## config.mk

```make
export PLATFORM = sky130hd
export DESIGN_NAME = websocket_frame_deframer_core
export DESIGN_NICKNAME = d
export VERILOG_FILES = /design/src/rtl/wsdf_pkg.sv /design/src/rtl/wsdf_parser.sv /design/src/rtl/wsdf_out_reg.sv /design/src/rtl/websocket_frame_deframer_core.sv
export VERILOG_INCLUDE_DIRS = /design/src /design/src/rtl
export SDC_FILE = /design/constraint.sdc
export NUM_CORES = 1
export LEC_CHECK = 0
export BUFFER_PORTS_ARGS = -buffer_cell sky130_fd_sc_hd__buf_2
export CORE_UTILIZATION = 40
export CTS_CLUSTER_SIZE = 25
export DETAILED_ROUTE_END_ITERATION = 10
export PLACE_DENSITY = 0.58
export SYNTH_ARGS = -nofsm -noshare
export SYNTH_HDL_FRONTEND = slang
export SYNTH_SLANG_ARGS = --single-unit
```

## constraint.sdc

```tcl
create_clock -name i_clk -period 7.2 [get_ports i_clk]
set_input_delay 0.36 -clock i_clk [delete_from_list [all_inputs] [get_ports i_clk]]
set_output_delay 0.36 -clock i_clk [all_outputs]
set_load 0.02 [all_outputs]
```

## src/rtl/websocket_frame_deframer_core_defines.svh

```systemverilog
// Assertion macros shared by the deframer RTL.
// No dependencies; included by files that carry concurrent checks.
`ifndef WEBSOCKET_FRAME_DEFRAMER_CORE_DEFINES_SVH
`define WEBSOCKET_FRAME_DEFRAMER_CORE_DEFINES_SVH

`ifndef SYNTHESIS

// Antecedent at this edge implies consequent at the next edge.
`define WSDF_ASSERT_NEXT(label, clk, rst_n, ante, cons) \
    label: assert property (@(posedge clk) disable iff (!rst_n) (ante) |=> (cons)) \
        else $error("deframer check failed: next-cycle property");

// Antecedent implies consequent at the same edge.
`define WSDF_ASSERT_SAME(label, clk, rst_n, ante, cons) \
    label: assert property (@(posedge clk) disable iff (!rst_n) (ante) |-> (cons)) \
        else $error("deframer check failed: same-cycle property");

`else

`define WSDF_ASSERT_NEXT(label, clk, rst_n, ante, cons)
`define WSDF_ASSERT_SAME(label, clk, rst_n, ante, cons)

`endif

`endif

```

## src/rtl/wsdf_pkg.sv

```systemverilog
// Types and constants for the WebSocket frame deframer.
// No dependencies.
package wsdf_pkg;

    localparam int unsigned LEN_W = 63;

    // parse phase codes
    localparam logic [2:0] PH_HDR0 = 3'd0;
    localparam logic [2:0] PH_HDR1 = 3'd1;
    localparam logic [2:0] PH_XLEN = 3'd2;
    localparam logic [2:0] PH_KEY  = 3'd3;
    localparam logic [2:0] PH_DATA = 3'd4;

    // 7-bit length escapes
    localparam logic [6:0] LEN7_EXT16 = 7'd126;
    localparam logic [6:0] LEN7_EXT64 = 7'd127;

    localparam logic [3:0] XLEN16_BYTES = 4'd2;
    localparam logic [3:0] XLEN64_BYTES = 4'd8;
    localparam logic [3:0] KEY_BYTES    = 4'd4;

    localparam logic KIND_HEADER  = 1'b0;
    localparam logic KIND_PAYLOAD = 1'b1;

    typedef struct packed {
        logic             kind;
        logic             fin;
        logic [2:0]       rsv_bits;
        logic [3:0]       opcode;
        logic             masked;
        logic [LEN_W-1:0] payload_length;
        logic [7:0]       data_byte;
        logic             last;
    } t_result;

endpackage

```

## src/rtl/wsdf_parser.sv

```systemverilog
// Frame parse state and next-state logic, one byte per commit.
// Depends on wsdf_pkg.
module wsdf_parser
    import wsdf_pkg::*;
(
    input  logic    i_clk,
    input  logic    i_rst_n,
    input  logic    i_valid,
    input  logic    i_commit,
    input  logic [7:0] i_byte,
    output logic    o_has_result,
    output t_result o_result
);

    logic [2:0]       r_phase, n_phase;
    logic [3:0]       r_cnt, n_cnt;
    logic [8:0]       r_flags, n_flags;
    logic [LEN_W-1:0] r_len, n_len;
    logic [31:0]      r_key, n_key;
    logic [1:0]       r_kidx, n_kidx;

    logic [LEN_W-1:0] len_shift;
    logic [LEN_W-1:0] hdr_len;
    logic [7:0]       key_byte;
    logic             data_last;
    logic             hdr_done;

    assign len_shift = {r_len[LEN_W-9:0], i_byte};

    always_comb begin
        case (r_kidx)
            2'd0:    key_byte = r_key[31:24];
            2'd1:    key_byte = r_key[23:16];
            2'd2:    key_byte = r_key[15:8];
            default: key_byte = r_key[7:0];
        endcase
    end

    // final payload byte when at most one byte is left
    assign data_last = (r_len[LEN_W-1:1] == '0);

    always_comb begin
        n_phase  = r_phase;
        n_cnt    = r_cnt;
        n_flags  = r_flags;
        n_len    = r_len;
        n_key    = r_key;
        n_kidx   = r_kidx;
        hdr_done = 1'b0;
        hdr_len  = r_len;
        o_has_result = 1'b0;
        o_result = '0;

        unique case (r_phase)
            PH_HDR1: begin
                n_flags[0] = i_byte[7];
                if (i_byte[6:0] == LEN7_EXT16) begin
                    n_len   = '0;
                    n_cnt   = XLEN16_BYTES;
                    n_phase = PH_XLEN;
                end else if (i_byte[6:0] == LEN7_EXT64) begin
                    n_len   = '0;
                    n_cnt   = XLEN64_BYTES;
                    n_phase = PH_XLEN;
                end else begin
                    n_len   = {{(LEN_W-7){1'b0}}, i_byte[6:0]};
                    hdr_len = n_len;
                    if (i_byte[7]) begin
                        n_phase = PH_KEY;
                        n_cnt   = KEY_BYTES;
                    end else begin
                        hdr_done = 1'b1;
                    end
                end
            end
            PH_XLEN: begin
                // top bit of a 64-bit length falls off the 63-bit register
                n_len = len_shift;
                if (r_cnt > 4'd1) begin
                    n_cnt = r_cnt - 4'd1;
                end else begin
                    hdr_len = len_shift;
                    if (r_flags[0]) begin
                        n_phase = PH_KEY;
                        n_cnt   = KEY_BYTES;
                    end else begin
                        hdr_done = 1'b1;
                    end
                end
            end
            PH_KEY: begin
                n_key = {r_key[23:0], i_byte};
                if (r_cnt > 4'd1) begin
                    n_cnt = r_cnt - 4'd1;
                end else begin
                    hdr_done = 1'b1;
                end
            end
            PH_DATA: begin
                o_has_result       = 1'b1;
                o_result.kind      = KIND_PAYLOAD;
                o_result.fin       = r_flags[8];
                o_result.rsv_bits  = r_flags[7:5];
                o_result.opcode    = r_flags[4:1];
                o_result.masked    = r_flags[0];
                o_result.data_byte = i_byte ^ key_byte;
                o_result.last      = data_last;
                n_kidx = r_kidx + 2'd1;
                n_len  = data_last ? '0 : r_len - {{(LEN_W-1){1'b0}}, 1'b1};
                if (data_last) begin
                    n_phase = PH_HDR0;
                end
            end
            default: begin
                // first header byte; unused phase codes land here too
                n_flags = {i_byte[7], i_byte[6:4], i_byte[3:0], 1'b0};
                n_len   = '0;
                n_key   = '0;
                n_kidx  = 2'd0;
                n_cnt   = 4'd0;
                n_phase = PH_HDR1;
            end
        endcase

        if (hdr_done) begin
            o_has_result            = 1'b1;
            o_result.kind           = KIND_HEADER;
            o_result.fin            = n_flags[8];
            o_result.rsv_bits       = n_flags[7:5];
            o_result.opcode         = n_flags[4:1];
            o_result.masked         = n_flags[0];
            o_result.payload_length = hdr_len;
            o_result.last           = (hdr_len == '0);
            n_kidx  = 2'd0;
            n_cnt   = 4'd0;
            n_phase = (hdr_len == '0) ? PH_HDR0 : PH_DATA;
        end

        if (!i_valid) begin
            o_has_result = 1'b0;
        end
    end

    always_ff @(posedge i_clk) begin
        if (!i_rst_n) begin
            r_phase <= PH_HDR0;
            r_cnt   <= 4'd0;
            r_flags <= 9'd0;
            r_len   <= '0;
            r_key   <= 32'd0;
            r_kidx  <= 2'd0;
        end else if (i_commit) begin
            r_phase <= n_phase;
            r_cnt   <= n_cnt;
            r_flags <= n_flags;
            r_len   <= n_len;
            r_key   <= n_key;
            r_kidx  <= n_kidx;
        end
    end

endmodule

```

## src/rtl/wsdf_out_reg.sv

```systemverilog
// Result register on the output channel.
// Depends on wsdf_pkg.
module wsdf_out_reg
    import wsdf_pkg::*;
(
    input  logic    i_clk,
    input  logic    i_rst_n,
    input  logic    i_load,
    input  t_result i_result,
    input  logic    i_stall,
    output logic    o_free,
    output logic    o_valid,
    output t_result o_result
);

    logic    r_valid;
    t_result r_result;

    // slot is free when empty or its transaction completes this edge
    assign o_free   = !r_valid || !i_stall;
    assign o_valid  = r_valid;
    assign o_result = r_result;

    always_ff @(posedge i_clk) begin
        if (!i_rst_n) begin
            r_valid <= 1'b0;
        end else if (i_load) begin
            r_valid <= 1'b1;
        end else if (!i_stall) begin
            r_valid <= 1'b0;
        end
    end

    always_ff @(posedge i_clk) begin
        if (i_load) begin
            r_result <= i_result;
        end
    end

endmodule

```

## src/rtl/websocket_frame_deframer_core.sv

```systemverilog
// WebSocket (RFC 6455) receive deframer: takes one byte per transaction and
// emits one header result per frame plus one unmasked result per payload byte.
// A byte is held in the input register, is parsed, and lands in the result
// register; unless a stalled result holds it there, the block sustains one
// byte per cycle; the cycle is set by the 63-bit remaining-length decrement
// and zero test of the payload phase. Header, extended-length and key bytes
// produce no result and never wait on the output side, except the byte that
// completes the header: it carries the header result and, like a payload
// byte, waits while a stalled result still holds the result register.
`include "websocket_frame_deframer_core_defines.svh"

module websocket_frame_deframer_core
    import wsdf_pkg::*;
(
    input  logic             i_clk,
    input  logic             i_rst_n,
    input  logic             i_in_valid,
    output logic             o_in_stall,
    input  logic [7:0]       i_in_byte,
    output logic             o_out_valid,
    input  logic             i_out_stall,
    output logic             o_kind,
    output logic             o_fin,
    output logic [2:0]       o_rsv_bits,
    output logic [3:0]       o_opcode,
    output logic             o_masked,
    output logic [LEN_W-1:0] o_payload_length,
    output logic [7:0]       o_data_byte,
    output logic             o_last
);

    logic       r_in_valid;
    logic [7:0] r_in_byte;

    logic    has_result;
    t_result parse_result;
    t_result out_result;
    logic    out_free;
    logic    consume;
    logic    out_load;
    logic    in_accept;

    assign consume    = r_in_valid && (!has_result || out_free);
    assign out_load   = consume && has_result;
    assign o_in_stall = r_in_valid && !consume;
    assign in_accept  = i_in_valid && !o_in_stall;

    always_ff @(posedge i_clk) begin
        if (!i_rst_n) begin
            r_in_valid <= 1'b0;
        end else if (in_accept) begin
            r_in_valid <= 1'b1;
        end else if (consume) begin
            r_in_valid <= 1'b0;
        end
    end

    always_ff @(posedge i_clk) begin
        if (in_accept) begin
            r_in_byte <= i_in_byte;
        end
    end

    wsdf_parser u_parser (
        .i_clk        (i_clk),
        .i_rst_n      (i_rst_n),
        .i_valid      (r_in_valid),
        .i_commit     (consume),
        .i_byte       (r_in_byte),
        .o_has_result (has_result),
        .o_result     (parse_result)
    );

    wsdf_out_reg u_out_reg (
        .i_clk    (i_clk),
        .i_rst_n  (i_rst_n),
        .i_load   (out_load),
        .i_result (parse_result),
        .i_stall  (i_out_stall),
        .o_free   (out_free),
        .o_valid  (o_out_valid),
        .o_result (out_result)
    );

    assign o_kind           = out_result.kind;
    assign o_fin            = out_result.fin;
    assign o_rsv_bits       = out_result.rsv_bits;
    assign o_opcode         = out_result.opcode;
    assign o_masked         = out_result.masked;
    assign o_payload_length = out_result.payload_length;
    assign o_data_byte      = out_result.data_byte;
    assign o_last           = out_result.last;

    // a held input byte is neither lost nor altered
    `WSDF_ASSERT_NEXT(a_in_hold, i_clk, i_rst_n, r_in_valid && !consume,
        r_in_valid && (r_in_byte == $past(r_in_byte)))

    // a result is only loaded over an empty or departing one
    `WSDF_ASSERT_SAME(a_out_no_overwrite, i_clk, i_rst_n, out_load,
        !o_out_valid || !i_out_stall)

    // a stalled result is still there on the next edge
    `WSDF_ASSERT_NEXT(a_out_kept, i_clk, i_rst_n, o_out_valid && i_out_stall,
        o_out_valid)

endmodule

```

==> report_table.html <==
<table>
<tr><th>Metric</th><th>Value</th></tr>
<tr><th colspan="2">Cells and area</th></tr>
<tr><td>Commonest cells after routing, fill and taps aside</td><td>sky130_fd_sc_hd__nand2_1 (163), sky130_fd_sc_hd__a21oi_1 (140), sky130_fd_sc_hd__dfxtp_1 (115)</td></tr>
<tr><td>Final antenna diode count</td><td>0</td></tr>
<tr><td>Final core utilization</td><td>0.4584</td></tr>
<tr><td>Register area</td><td>5005 µm²</td></tr>
<tr><td>Area growth syn-to-layout</td><td>12.48%</td></tr>
<tr><td>Fin cells</td><td>1,604</td></tr>
<tr><td>Commonest non-fill, non-tap cell in the layout</td><td>sky130_fd_sc_hd__nand2_1</td></tr>
<tr><td>Area of combinational cells with multiple inputs</td><td>5074 µm²</td></tr>
<tr><td>Fraction of final layout cells with drive strength greater than 1</td><td>0.1371</td></tr>
<tr><td>Filler Cells Inserted</td><td>2,611</td></tr>
<tr><td>Number of nets in the final layout</td><td>1,271</td></tr>
<tr><th colspan="2">Synthesis</th></tr>
<tr><td>Post-synth EDFFs</td><td>90</td></tr>
<tr><td>Avg Cell Area, Syn</td><td>8.524 µm²</td></tr>
<tr><td>Net count of the mapped netlist</td><td>1,265</td></tr>
<tr><td>Synthesized instance count</td><td>1,246</td></tr>
<tr><td>Number of synthesized register bits</td><td>205</td></tr>
<tr><td>Post-synthesis instance area</td><td>10,620 µm²</td></tr>
<tr><td>Async SR Flop Fraction</td><td>0</td></tr>
<tr><td>Portion of the post-synthesis area used by sequential elements</td><td>0.4712</td></tr>
<tr><td>Most common flop cell mapped by yosys</td><td>sky130_fd_sc_hd__dfxtp_1</td></tr>
<tr><td>Cell variety after synth</td><td>71</td></tr>
<tr><td>Synth warn</td><td>0</td></tr>
<tr><th colspan="2">Route</th></tr>
<tr><td>DR WL/cell</td><td>21.48 µm</td></tr>
<tr><td>Met3 Routed Length</td><td>2768 µm</td></tr>
<tr><td>Post-route DRC</td><td>0</td></tr>
<tr><td>Met2 routed wirelength</td><td>15,530 µm</td></tr>
<tr><td>Top Layer Used</td><td>met4</td></tr>
<tr><td>Routed met1 length</td><td>14,710 µm</td></tr>
<tr><td>Residual antenna-violating net count after detailed routing</td><td>0</td></tr>
<tr><td>Via count of the routed design</td><td>9,877</td></tr>
<tr><td>Detailed-route vias per instance</td><td>6.158</td></tr>
<tr><td>DRT Pass-1 Iters</td><td>6</td></tr>
<tr><td>Initial DRC count</td><td>1,060</td></tr>
<tr><td>Routed wire length</td><td>34,450 µm</td></tr>
<tr><th colspan="2">Timing</th></tr>
<tr><td>Setup repair after global routing missed its margin</td><td>no</td></tr>
<tr><td>Final Slew Violations</td><td>0</td></tr>
<tr><td>Final-layout worst hold slack</td><td>0.01168 ns</td></tr>
<tr><td>Setup TNS Final</td><td>0 ns</td></tr>
<tr><td>Post-layout min period</td><td>4.239 ns</td></tr>
<tr><td>Setup violation total in the final timing report</td><td>0</td></tr>
<tr><td>Number of failing hold endpoints at the final stage</td><td>0</td></tr>
<tr><td>Relative max-transition margin</td><td>0.1527</td></tr>
<tr><td>Clock Skew</td><td>0.01708 ns</td></tr>
<tr><td>Worst slew pin tran</td><td>1.265 ns</td></tr>
<tr><td>Peak Freq</td><td>235.9 MHz</td></tr>
<tr><td>Final period utilization</td><td>0.5888</td></tr>
<tr><th colspan="2">Floorplanning</th></tr>
<tr><td>Overall die area</td><td>27,210 µm²</td></tr>
<tr><td>Core area</td><td>26,060 µm²</td></tr>
<tr><td>Number of rows created at floorplan</td><td>59</td></tr>
<tr><td>Horiz. Die Dim</td><td>165.0 µm</td></tr>
<tr><td>Effective utilization at floorplan</td><td>0.4076</td></tr>
<tr><td>Number of placed I/O pins</td><td>96</td></tr>
<tr><td>Die span in y</td><td>165.0 µm</td></tr>
<tr><th colspan="2">Global routing</th></tr>
<tr><td>Grt ovf</td><td>0</td></tr>
<tr><td>Number of global-route vias before repair</td><td>9,179</td></tr>
<tr><td>Number of antenna violations at the first check in global routing</td><td>0</td></tr>
<tr><td>Total global-route track usage</td><td>0.2516</td></tr>
<tr><td>First-pass GRT wire length</td><td>53,120 µm</td></tr>
<tr><td>Pin count of the biggest net entering global routing</td><td>75</td></tr>
<tr><th colspan="2">Worst setup path</th></tr>
<tr><td>Endpoint required time on the critical path</td><td>7.65 ns</td></tr>
<tr><td>Worst setup SP type</td><td>flip-flop</td></tr>
<tr><td>Maximum fanout encountered on the critical timing path</td><td>22</td></tr>
<tr><td>Critical Path AT</td><td>4.69 ns</td></tr>
<tr><td>WS Path Type</td><td>flip-flop to flip-flop</td></tr>
<tr><td>Critical path endpoint category</td><td>flip-flop</td></tr>
<tr><th colspan="2">Power and ir drop</th></tr>
<tr><td>Power density over the cells</td><td>259.4 nW/µm²</td></tr>
<tr><td>Clock network fraction of design power</td><td>0.390</td></tr>
<tr><td>Switching fraction of total power</td><td>0.3113</td></tr>
<tr><td>IR Drop Worst-Case VDD</td><td>0.0001470 V</td></tr>
<tr><td>Internal power of the cells</td><td>2.134 mW</td></tr>
<tr><td>Combinational power share</td><td>0.195</td></tr>
<tr><td>Part of the total power dissipated in sequential elements</td><td>0.415</td></tr>
<tr><td>Leakage power</td><td>4.172 nW</td></tr>
<tr><td>Switching power</td><td>964.5 µW</td></tr>
<tr><th colspan="2">CTS</th></tr>
<tr><td>H-tree depth reported by CTS</td><td>1</td></tr>
<tr><td>Worst skew pair latency</td><td>0.53 ns</td></tr>
<tr><td>TritonCTS clock tree</td><td>built</td></tr>
<tr><td>Number of buffers added by the clock tree synthesis step</td><td>23</td></tr>
<tr><td>Number of post-CTS setup repair buffers</td><td>0</td></tr>
<tr><td>Buffer type at the clock tree root</td><td>sky130_fd_sc_hd__clkbuf_16</td></tr>
<tr><td>Number of buffers between clock root and the deepest sink</td><td>3</td></tr>
<tr><td>CTS hold repair buffers</td><td>5</td></tr>
<tr><td>Count of clock tree sinks</td><td>205</td></tr>
<tr><td>Clock slew seen by the registers of the worst setup and hold paths</td><td>0.06 ns</td></tr>
<tr><td>Post-cts sizing count</td><td>0</td></tr>
<tr><th colspan="2">Placement</th></tr>
<tr><td>Number of placed instances with taps included</td><td>1,557</td></tr>
<tr><td>Number of I/O port buffers</td><td>95</td></tr>
<tr><td>Total half-perimeter wirelength after legalization and detailed placement</td><td>21,810 µm</td></tr>
<tr><td>Weighted congestion reported at the end of routability-driven placement</td><td>0.9070</td></tr>
<tr><th colspan="2">Hold path</th></tr>
<tr><td>Class of the worst hold path</td><td>primary input to flip-flop</td></tr>
<tr><th colspan="2">Status</th></tr>
<tr><td>Status</td><td>complete, no violations</td></tr>
<tr><th colspan="2">Flow run</th></tr>
<tr><td>Max-cap violations</td><td>0</td></tr>
</table>
-- final timing paths --
kind / end / cells after the start / start / slack (ns)
worst min register to register: u_parser.r_key[27]$_SDFFE_PN0P_ / 2 / u_parser.r_key[27]$_SDFFE_PN0P_ / 0.45
worst min-delay path: r_in_byte[2]$_DFFE_PP_ / 1 / i_in_byte[2] / 0.01
worst max register to register: u_parser.r_len[20]$_SDFFE_PN0P_ / 9 / u_parser.r_cnt[0]$_SDFFE_PN0P_ / 2.96
worst max-delay path: u_parser.r_len[20]$_SDFFE_PN0P_ / 9 / u_parser.r_cnt[0]$_SDFFE_PN0P_ / 2.96
-- critical path: stages, from the launching register on --
cell	delay, ns
sky130_fd_sc_hd__dfxtp_1	0.39
sky130_fd_sc_hd__inv_1	0.06
sky130_fd_sc_hd__ha_1	0.22
sky130_fd_sc_hd__or2_2	0.36
sky130_fd_sc_hd__o2111ai_1	0.18
sky130_fd_sc_hd__a41o_1	0.53
sky130_fd_sc_hd__nand4_1	0.88
sky130_fd_sc_hd__nor2_1	1.20
sky130_fd_sc_hd__a22oi_1	0.21
sky130_fd_sc_hd__o21ai_0	0.12
-- sequential cells by signal (all words and copies together), names as in the netlist --
signal and flops:
u_parser.r_cnt 4, u_out_reg.o_valid 1, r_in_byte 8, u_parser.r_key 32
u_parser.r_kidx 2, u_out_reg.o_result 82, u_parser.r_flags 9, u_parser.r_len 63
u_parser.r_phase 3, r_in_valid 1
-- routing by layer --
metal	track usage	vias to the layer above
met1	0.3421	4699
li1	-	4585
met3	0.03893	107
met2	0.3972	486
met4	0.1034	0
met5	0	-
-- logic make-up (layout without fill, tap and decap cells) --
logic type,Yosys count,after routing,synth area share
buf+inv,149,172,0.05513
flops,205,205,0.4712
fa+ha+maj,7,7,0.008246
compound gates,321,321,0.1899
mux,8,8,0.007539
simple gates,522,522,0.2400
xor+xnor,34,34,0.02804
-- power by group through the flow --
stage / registers, mW / clock network (mW) / logic, mW
finish: 1.29 / 1.21 / 0.603
global route: 1.29 / 1.26 / 0.652
CTS: 1.29 / 1.23 / 0.592
detailed placement: 1.31 / 0 / 0.587
global placement: 1.31 / 0 / 0.588
floorplan: 1.31 / 0 / 0.428
-- through the flow --
stage	setup slack [ns]	power, mW	cell area (µm²)
6_report	2.961	3.098	11950
5_1_grt	2.676	3.207	11950
4_1_cts	2.996	3.104	11950
3_5_place_dp	3.051	1.899	11130
3_3_place_gp	3.158	1.898	11130
2_1_floorplan	1.087	1.738	10620
-- layout make-up --
type                       instances  share of cell area
clock inverter                    12             0.01173
timing repair buffer             113             0.05216
clock buffer                      30             0.05205
sequential                       205              0.4189
multi-input combinational        892              0.4247
inverter                          17            0.005341
tap                              335             0.03509
-- cell usage after synthesis (all sizes together) (18+ instances only) --
library cell	n	area [µm²]
a21oi	142	710.7
or3	20	130.1
nor2	88	332.8
o21ai	52	260.3
xnor2	18	157.7
clkbuf	110	412.9
edfxtp	90	2703
buf	22	108.9
dfxtp	115	2302
nand3	103	520.5
nor3	50	250.2
nand2	163	611.8
nor4	25	177.7
a22oi	19	142.6
No activity file was read; power rests on OpenSTA's default activity.
